[src/hdl/lru_write_back_block_cache_tags_macros.svh]
// Assertion helpers for the cache tags RTL module.
`ifndef LRU_WRITE_BACK_BLOCK_CACHE_TAGS_MACROS_SVH
`define LRU_WRITE_BACK_BLOCK_CACHE_TAGS_MACROS_SVH

// Implication checked every cycle outside reset.
`define LWB_ASSERT_IMP(label, ante, cons, msg) \
    label: assert property (@(posedge i_clk) disable iff (!i_rst_n) (ante) |-> (cons)) \
        else $error(msg);

// Next-cycle implication checked outside reset.
`define LWB_ASSERT_NEXT(label, ante, cons, msg) \
    label: assert property (@(posedge i_clk) disable iff (!i_rst_n) (ante) |=> (cons)) \
        else $error(msg);

`endif

[src/hdl/lwbc_pkg.sv]
`default_nettype none
package lwbc_pkg;
    localparam int SLOTS     = 16;
    localparam int SLOT_W    = $clog2(SLOTS);
    localparam int CNT_W     = $clog2(SLOTS + 1);
    localparam int ADDR_BITS = 32;
    localparam int TICK_W    = 64;
    localparam int DEV_W     = 33;

    localparam logic [2:0] K_READ   = 3'd0;
    localparam logic [2:0] K_WRITE  = 3'd1;
    localparam logic [2:0] K_FLUSH  = 3'd2;
    localparam logic [2:0] K_FALL   = 3'd3;
    localparam logic [2:0] K_CLEAR  = 3'd4;
    localparam logic [2:0] K_PROBE  = 3'd5;

    typedef logic [SLOT_W-1:0]    t_slot;
    typedef logic [CNT_W-1:0]     t_cnt;
    typedef logic [ADDR_BITS-1:0] t_addr;
    typedef logic [TICK_W-1:0]    t_tick;

    // Memory write request for one slot entry
    typedef struct packed {
        logic  en;
        t_slot idx;
        t_addr tag;
        t_tick last_use;
    } t_mem_wr;
endpackage
`default_nettype wire

[src/hdl/lwbc_slot_mem.sv]
`default_nettype none
// Slot tag and last-use store, one write and one registered read a cycle.
module lwbc_slot_mem (
    input  wire                    i_clk,
    input  lwbc_pkg::t_slot        i_rd_idx,
    output lwbc_pkg::t_addr        o_rd_tag,
    output lwbc_pkg::t_tick        o_rd_last_use,
    input  lwbc_pkg::t_mem_wr      i_wr
);
    import lwbc_pkg::*;

    t_addr r_tag [SLOTS];
    t_tick r_use [SLOTS];

    always_ff @(posedge i_clk) begin
        if (i_wr.en) begin
            r_tag[i_wr.idx] <= i_wr.tag;
            r_use[i_wr.idx] <= i_wr.last_use;
        end
        o_rd_tag      <= r_tag[i_rd_idx];
        o_rd_last_use <= r_use[i_rd_idx];
    end
endmodule
`default_nettype wire

[src/hdl/lru_write_back_block_cache_tags.sv]
// Lookup: a read, write, flush block or probe command scans all 16 slots through the
//   memory's registered read port, then gives its word from the decide state.
//   An address outside the device or an unused kind skips the scan and goes to decide.
// Flush all / clear read then handle each slot, a word per dirty slot, until the last dirty one.
// One command at a time: o_ready only in idle; output waits stall the decide and sweep states.
// Reset: valid/dirty bits, counts and use tick cleared; tags undefined; device_blocks 2^32.
`default_nettype none
module lru_write_back_block_cache_tags (
    input  wire                         i_clk,
    input  wire                         i_rst_n,
    input  wire                         i_cfg_we,
    input  wire [32:0]                  i_cfg_wdata,
    input  wire                         i_valid,
    output logic                        o_ready,
    input  wire [2:0]                   i_kind,
    input  wire [31:0]                  i_block_address,
    output logic                        o_valid,
    input  wire                         i_ready,
    output logic                        o_status,
    output logic                        o_hit,
    output logic [3:0]                  o_slot,
    output logic                        o_slot_dirty,
    output logic                        o_fetch,
    output logic                        o_writeback_valid,
    output logic [31:0]                 o_writeback_address,
    output logic [3:0]                  o_writeback_slot,
    output logic [4:0]                  o_valid_slots,
    output logic [4:0]                  o_dirty_slots,
    output logic                        o_last
);
    import lwbc_pkg::*;
    `include "lru_write_back_block_cache_tags_macros.svh"

    localparam logic [2:0] S_IDLE = 3'd0;
    localparam logic [2:0] S_SCAN = 3'd1;
    localparam logic [2:0] S_DEC  = 3'd2;
    localparam logic [2:0] S_FSCN = 3'd4;

    logic [2:0]        r_state;
    logic [DEV_W-1:0]  r_dev;
    logic [SLOTS-1:0]  r_vld, r_drt;
    t_cnt              r_vcnt, r_dcnt;
    t_tick             r_tick;
    logic [2:0]        r_kind;
    t_addr             r_addr;
    logic [SLOT_W:0]   r_ctr;       // issue counter, one past depth
    logic              r_rv;        // memory read in flight
    t_slot             r_ridx;
    logic              r_found;
    t_slot             r_hidx;
    logic              r_vsel;
    t_slot             r_vidx;
    t_tick             r_vuse;
    t_addr             r_vtag;
    logic              r_last_seen; // a flush word has been emitted before

    t_addr     m_tag;
    t_tick     m_use;
    t_mem_wr   r_wr;
    t_slot     w_rd_idx;

    lwbc_slot_mem u_mem (
        .i_clk(i_clk), .i_rd_idx(w_rd_idx), .o_rd_tag(m_tag),
        .o_rd_last_use(m_use), .i_wr(r_wr)
    );

    assign w_rd_idx = r_ctr[SLOT_W-1:0];
    assign o_ready  = (r_state == S_IDLE);

    logic w_out_free;
    assign w_out_free = !o_valid || i_ready;

    // first free slot (combinational priority over valid bits)
    logic  w_has_free;
    t_slot w_free;
    always_comb begin
        w_has_free = 1'b0;
        w_free     = '0;
        for (int i = SLOTS - 1; i >= 0; i--) begin
            if (!r_vld[i]) begin
                w_has_free = 1'b1;
                w_free     = t_slot'(i);
            end
        end
    end

    // dirty slots above the read index, for last marking
    logic w_more_dirty;
    always_comb begin
        w_more_dirty = 1'b0;
        for (int i = 0; i < SLOTS; i++) begin
            if (t_slot'(i) > r_ridx && r_vld[i] && r_drt[i]) w_more_dirty = 1'b1;
        end
    end

    logic w_emit, w_fl_word, w_load, w_rw_go;
    assign w_emit    = r_vld[r_ridx] && r_drt[r_ridx];
    // nothing dirty at all still gives one empty word
    assign w_fl_word = w_emit || (!w_more_dirty && !r_last_seen);
    assign w_load    = w_out_free && ((r_state == S_DEC) ||
                                      (r_state == S_FSCN && r_rv && w_fl_word));
    assign w_rw_go   = (r_state == S_DEC) && w_out_free &&
                       (r_kind inside {K_READ, K_WRITE}) && ({1'b0, r_addr} < r_dev);

    always_ff @(posedge i_clk) begin
        if (!i_rst_n) begin
            r_state <= S_IDLE;
            r_dev   <= {1'b1, 32'd0};
            r_vld   <= '0;
            r_drt   <= '0;
            r_vcnt  <= '0;
            r_dcnt  <= '0;
            r_tick  <= '0;
            o_valid <= 1'b0;
            r_ctr   <= '0;
            r_rv    <= 1'b0;
            r_wr.en <= 1'b0;
        end else begin
            if (i_cfg_we) r_dev <= i_cfg_wdata;
            o_valid <= w_load || (o_valid && !i_ready);
            r_wr.en <= w_rw_go;
            case (r_state)
                S_IDLE: begin
                    if (i_valid) begin
                        r_kind  <= i_kind;
                        r_addr  <= i_block_address;
                        r_ctr   <= '0;
                        r_rv    <= 1'b0;
                        r_found <= 1'b0;
                        r_vsel  <= 1'b0;
                        r_last_seen <= 1'b0;
                        if (i_kind == K_FALL || i_kind == K_CLEAR) r_state <= S_FSCN;
                        else if (i_kind > K_PROBE ||
                                 {1'b0, i_block_address} >= r_dev) r_state <= S_DEC;
                        else r_state <= S_SCAN;
                    end
                end
                S_SCAN: begin
                    if (r_ctr < (SLOT_W+1)'(SLOTS)) r_ctr <= r_ctr + 1'b1;
                    r_rv   <= (r_ctr < (SLOT_W+1)'(SLOTS));
                    r_ridx <= w_rd_idx;
                    if (r_rv && r_vld[r_ridx]) begin
                        if (!r_found && m_tag == r_addr) begin
                            r_found <= 1'b1;
                            r_hidx  <= r_ridx;
                        end
                        if (!r_vsel || m_use < r_vuse) begin
                            r_vsel <= 1'b1;
                            r_vidx <= r_ridx;
                            r_vuse <= m_use;
                            r_vtag <= m_tag;
                        end
                    end
                    if (r_rv && r_ridx == t_slot'(SLOTS - 1)) r_state <= S_DEC;
                end
                S_DEC: begin
                    if (w_out_free) begin : dec
                        t_slot s, sl, ws;
                        logic  wd, st, ht, sd, fe, wv;
                        t_cnt  vc, dc;
                        t_addr wa;
                        s  = r_found ? r_hidx : (w_has_free ? w_free : r_vidx);
                        vc = r_vcnt;
                        dc = r_dcnt;
                        wd = 1'b0;
                        st = 1'b0; ht = 1'b0; sl = '0; sd = 1'b0; fe = 1'b0;
                        wv = 1'b0; wa = '0; ws = '0;
                        if (r_kind > K_PROBE) begin
                            // unused kinds leave the state alone
                        end else if ({1'b0, r_addr} >= r_dev) begin
                            st = 1'b1;
                        end else if (r_kind == K_PROBE) begin
                            ht = r_found;
                            sl = r_found ? r_hidx : '0;
                            sd = r_found && r_drt[r_hidx];
                        end else if (r_kind == K_FLUSH) begin
                            ht = r_found;
                            sl = r_found ? r_hidx : '0;
                            if (r_found && r_drt[r_hidx]) begin
                                wv = 1'b1;
                                wa = r_addr;
                                ws = r_hidx;
                                dc = dc - 1'b1;
                                r_drt[r_hidx] <= 1'b0;
                            end
                        end else begin
                            wd = r_found && r_drt[s];
                            if (!r_found) begin
                                if (w_has_free) vc = vc + 1'b1;
                                else if (r_drt[s]) begin
                                    wv = 1'b1;
                                    wa = r_vtag;
                                    ws = s;
                                    dc = dc - 1'b1;
                                end
                                fe = (r_kind == K_READ);
                            end
                            if (r_kind == K_WRITE && !wd) dc = dc + 1'b1;
                            ht = r_found;
                            sl = s;
                            r_vld[s] <= 1'b1;
                            r_drt[s] <= (r_kind == K_WRITE) ? 1'b1 : wd;
                            r_tick <= r_tick + 1'b1;
                            r_wr.idx <= s;
                            r_wr.tag <= r_addr;
                            r_wr.last_use <= r_tick + 1'b1;
                        end
                        r_vcnt <= vc;
                        r_dcnt <= dc;
                        o_status <= st; o_hit <= ht; o_slot <= sl;
                        o_slot_dirty <= sd; o_fetch <= fe;
                        o_writeback_valid <= wv; o_writeback_address <= wa;
                        o_writeback_slot <= ws; o_last <= 1'b1;
                        o_valid_slots <= vc; o_dirty_slots <= dc;
                        r_state <= S_IDLE;
                    end
                end
                S_FSCN: begin
                    // read each slot's tag, emit dirty ones in order; the read index
                    // holds until the slot is done so the tag stays on the port
                    if (!r_rv) begin
                        r_rv   <= 1'b1;
                        r_ridx <= w_rd_idx;
                    end else if (w_out_free) begin
                        r_rv  <= 1'b0;
                        r_ctr <= r_ctr + 1'b1;
                        if (w_emit) r_last_seen <= 1'b1;
                        if (w_fl_word) begin
                            o_status <= 1'b0; o_hit <= 1'b0; o_slot_dirty <= 1'b0;
                            o_fetch <= 1'b0;
                            o_writeback_valid   <= w_emit;
                            o_writeback_address <= w_emit ? m_tag : '0;
                            o_writeback_slot    <= w_emit ? r_ridx : '0;
                            o_slot              <= w_emit ? r_ridx : '0;
                            o_last              <= !w_more_dirty;
                            o_dirty_slots       <= '0;
                            o_valid_slots       <= (r_kind == K_CLEAR) ? '0 : r_vcnt;
                        end
                        if (!w_more_dirty) begin
                            r_state <= S_IDLE;
                            r_dcnt  <= '0;
                            r_drt   <= '0;
                            if (r_kind == K_CLEAR) begin
                                r_vld  <= '0;
                                r_vcnt <= '0;
                                r_tick <= '0;
                            end
                        end else if (w_emit) begin
                            r_drt[r_ridx] <= 1'b0;
                        end
                    end
                end
                default: r_state <= S_IDLE;
            endcase
        end
    end

    `LWB_ASSERT_IMP(a_ready_idle, o_ready, r_state == S_IDLE, "ready outside idle")
    `LWB_ASSERT_IMP(a_cnt_range, 1'b1, r_vcnt <= t_cnt'(SLOTS) && r_dcnt <= r_vcnt,
                    "counter out of range")
    `LWB_ASSERT_NEXT(a_accept_busy, i_valid && o_ready, !o_ready, "accept did not leave idle")
endmodule
`default_nettype wire

[config.mk]
export PLATFORM = sky130hd
export DESIGN_NAME = lru_write_back_block_cache_tags
export DESIGN_NICKNAME = d
export VERILOG_FILES = /design/src/hdl/lwbc_pkg.sv /design/src/hdl/lwbc_slot_mem.sv /design/src/hdl/lru_write_back_block_cache_tags.sv
export VERILOG_INCLUDE_DIRS = /design/src /design/src/hdl
export SDC_FILE = /design/constraint.sdc
export NUM_CORES = 2
export LEC_CHECK = 0
export BUFFER_PORTS_ARGS = -buffer_cell sky130_fd_sc_hd__buf_2
export CAP_MARGIN = 20
export CORE_MARGIN = 2
export CORE_UTILIZATION = 45
export DETAILED_ROUTE_END_ITERATION = 12
export SETUP_SLACK_MARGIN = 0.15
export SYNTH_ARGS = -nofsm -noshare
export SYNTH_HDL_FRONTEND = slang
export SYNTH_SLANG_ARGS = --single-unit
[constraint.sdc]
create_clock -name i_clk -period 15.85 [get_ports i_clk]
set_input_delay 0.7925 -clock i_clk [delete_from_list [all_inputs] [get_ports i_clk]]
set_output_delay 0.7925 -clock i_clk [all_outputs]
set_load 0.01 [all_outputs]
==> impl_metrics.env <==
export IMPL_status="finished clean"
export IMPL_hold_start="i_block_address[16]"
export IMPL_cp_start_kind="flip-flop"
export IMPL_power_density_mw_per_mm2=126
export IMPL_fin_crit_ns=5.26
export IMPL_holdPathStages=1
export IMPL_rr_worst_depth=15
export IMPL_die_h_um=430
export IMPL_h_tree_depth=4
export IMPL_regArea_mm2=0.0601
export IMPL_use_met2_pct=32.9
export IMPL_drv_slew=0
export IMPL_pre_cts_ws_ns=10.85
export IMPL_required_ns=16.53
export IMPL_max_freq_mhz=190
export IMPL_synth_area_leaders="edfxtp_1 68%, mux4_2 14%, dfxtp_1 6.0%"
export IMPL_holdPathEnd="r_addr[16]"
export IMPL_p_seq_share_pct=51.8
export IMPL_fin_util_pct=51.2
export IMPL_hold_class="primary input to flip-flop"
export IMPL_num_vias=40900
export IMPL_worstReg2RegEnd="r_tick[0]"
export IMPL_yosysUniqueCellTypes=85
export IMPL_synth_area_per_cell_um2=19.0
export IMPL_hold_violations=0
export IMPL_worst_path_buf_inv=2
export IMPL_rows=156
export IMPL_cp_cell_sequence="ha_1, a21o_1, a21o_1, a21oi_1, nand2_1, o21ai_0, a21oi_1, nand3b_1, nor2_1, nand4_1, a211o_1, buf_4, o21ai_4, buf_4, nor2_1"
export IMPL_cts_buffers_inserted=207
export IMPL_vias_per_cell=5.79
export IMPL_endpoint_kind="flip-flop"
export IMPL_multi_input_area_mm2=0.0206
export IMPL_post_cts_resized=0
export IMPL_swShare_pct=21.1
export IMPL_clkPwrFrac_pct=42.6
export IMPL_peakVddDrop_uv=138
export IMPL_yosys_cell_count_top_type="edfxtp_1"
export IMPL_nNetsFinal=4714
export IMPL_maxCapViolCount=0
export IMPL_grt_overflow=0
export IMPL_first_pass_iters=5
export IMPL_syn_num_nets=4498
export IMPL_slew_headroom_pct=23.6
export IMPL_power_frac_comb_pct=5.5
export IMPL_synth_edf_count=1838
export IMPL_clockBufferDepth=3
export IMPL_postSynthCellCount=4293
export IMPL_finalCritPeriodShare_pct=33.2
export IMPL_drtIter0Drc=4134
export IMPL_critPathTopFamily="compound AO/OA/AOI/OAI gates"
export IMPL_clkTransAtPathRegs_ns=0.06
export IMPL_hpwl_um=97100
export IMPL_cts_hold_buf=0
export IMPL_rr_startpoint="r_addr[6]"
export IMPL_setup_violations=0
export IMPL_p_leak_nw=29.9
export IMPL_clock_sinks=2084
export IMPL_cp_slowest_cell="buf_4"
export IMPL_grt_pass1_vias=41600
export IMPL_ioPinCount=131
export IMPL_drive_gt1_share_pct=22.2
export IMPL_crit_type="flip-flop to flip-flop"
export IMPL_setup_slack_ns=10.59
export IMPL_synth_main_ff_cell="edfxtp_1"
export IMPL_tns_ns=0
export IMPL_cp_slowest_stage_delay_ns=0.76
export IMPL_root_buffer="clkbuf_16"
export IMPL_p_switching_mw=2.45
export IMPL_busiest_layer="met2"
export IMPL_clock_latency_ns=0.85
export IMPL_cts_tree="done"
export IMPL_grt_max_degree=101
export IMPL_core_area_mm2=0.181
export IMPL_netlist_area_mm2=0.0817
export IMPL_drc=0
export IMPL_place_congestion=0.894
export IMPL_rsz0062_at_grt="false"
export IMPL_synth_common_cells="1,838 x edfxtp_1, 490 x mux4_2, 246 x dfxtp_1, 232 x nor2_1, 164 x nand2_1"
export IMPL_tightest_slew_ns=1.14
export IMPL_wl_um=189000
export IMPL_ys_ff_latch=2084
export IMPL_power_mw=11.6
export IMPL_intPower_mw=9.18
export IMPL_use_met1_pct=29.6
export IMPL_yosys_warnings=0
export IMPL_cp_max_fo=76
export IMPL_areaGrowthSynthToFinish_pct=13.0
export IMPL_clock_skew_ns=0.0348
export IMPL_grt_first_pass_wirelength_um=280000
export IMPL_cp_num_cells=15
export IMPL_antenna_found_initial=6
export IMPL_die_x_um=430
export IMPL_groute_usage_overall_pct=20.5
export IMPL_initial_utilization_pct=45.3
export IMPL_yosys_area_top_type="edfxtp_1"
export IMPL_ys_async_sr_fraction_pct=0
export IMPL_arrival_ns=5.94
export IMPL_antenna_left=0
export IMPL_r2r_slack_ns=10.59
export IMPL_portBuffers=130
export IMPL_cts_setup_buffers=0
export IMPL_met3_usage_pct=3.13
export IMPL_ys_seq_area_share_pct=73.5
export IMPL_dieArea_mm2=0.185
export IMPL_wl_per_cell_um=26.7
export IMPL_fillers=14300
export IMPL_yosys_area_top_type_share_pct=67.5
state kept, by name, indices dropped and copies added, names as in the netlist, 16 cells and up:
name / count
u_mem.r_use: 1024
u_mem.r_tag: 512
r_wr: 101
r_tick: 64
r_vuse: 64
u_mem.o_rd_last_use: 64
r_dev: 33
o_writeback_address: 32
r_addr: 32
r_vtag: 32
u_mem.o_rd_tag: 32
r_drt: 16
r_vld: 16
placed cells by master, fill, tap and decap left out, types with 71 or more instances in the layout:
cell / synthesis / final
a21oi_1: 97 / 97
buf_2: 4 / 131
clkbuf_16: 0 / 210
dfxtp_1: 246 / 242
edfxtp_1: 1838 / 1838
ha_1: 132 / 132
inv_1: 113 / 113
mux2i_1: 71 / 71
mux4_2: 490 / 490
nand2_1: 164 / 163
nor2_1: 232 / 215
o21ai_0: 113 / 113
xor2_1: 102 / 102
per-stage QoR:
stage               area (um2)  instances  hold slack, ns
floorplan                81700       4293           0.400
global placement         85400       6668           0.417
detailed placement       85400       6668           0.423
CTS                      92300       7058          0.0788
global route             92400       7060           0.104
finish                   92400       7061           0.139
final cells by class:
cell class,count,share of cell area [%]
diodes,1,0.00271
repair buffers,192,1.38
clock inverters,114,1.34
multi-input cells,1907,22.3
inverters,117,0.477
flip-flops and latches,2084,65.1
well taps,2370,3.21
clock buffers,276,6.13
per-layer routing:
layer  part of all wire (%)  wire, um
met1                     44     83600
met2                     48     91200
met3                    5.3     10100
met4                    2.1      3880
met5                      0         0
worst max-delay path by stage:
stage | start | endpoint | slack (ns)
2_1_floorplan | r_wr[99] | u_mem.r_tag[0][0] | 7.77
3_3_place_gp | r_addr[6] | r_tick[17] | 10.90
3_5_place_dp | r_addr[6] | r_tick[11] | 10.85
4_1_cts | r_addr[6] | r_tick[0] | 10.77
5_1_grt | r_addr[10] | r_tick[6] | 10.53
6_report | r_addr[6] | r_tick[0] | 10.59
power groups by stage:
stage,sequential (mW),combinational [mW],clock [mW]
floorplan,6.11,0.506,0
global placement,6.14,0.649,0
detailed placement,6.14,0.650,0
CTS,6.03,0.653,5.06
global route,6.03,0.701,5.27
finish,6.03,0.644,4.96
logic make-up (layout without fill, tap and decap cells):
group	after synthesis	in the layout	share of synthesized area [%]
AND/OR/NAND/NOR	677	677	3.98
flip-flops	2084	2084	73.5
buffers and inverters	302	699	1.41
AO/OA/AOI/OAI	372	372	2.87
multiplexers	564	564	14.4
adder cells (fa/ha/maj)	132	132	2.02
other	0	1	0
XOR/XNOR	162	162	1.75
(Power assumes the default switching activity.)
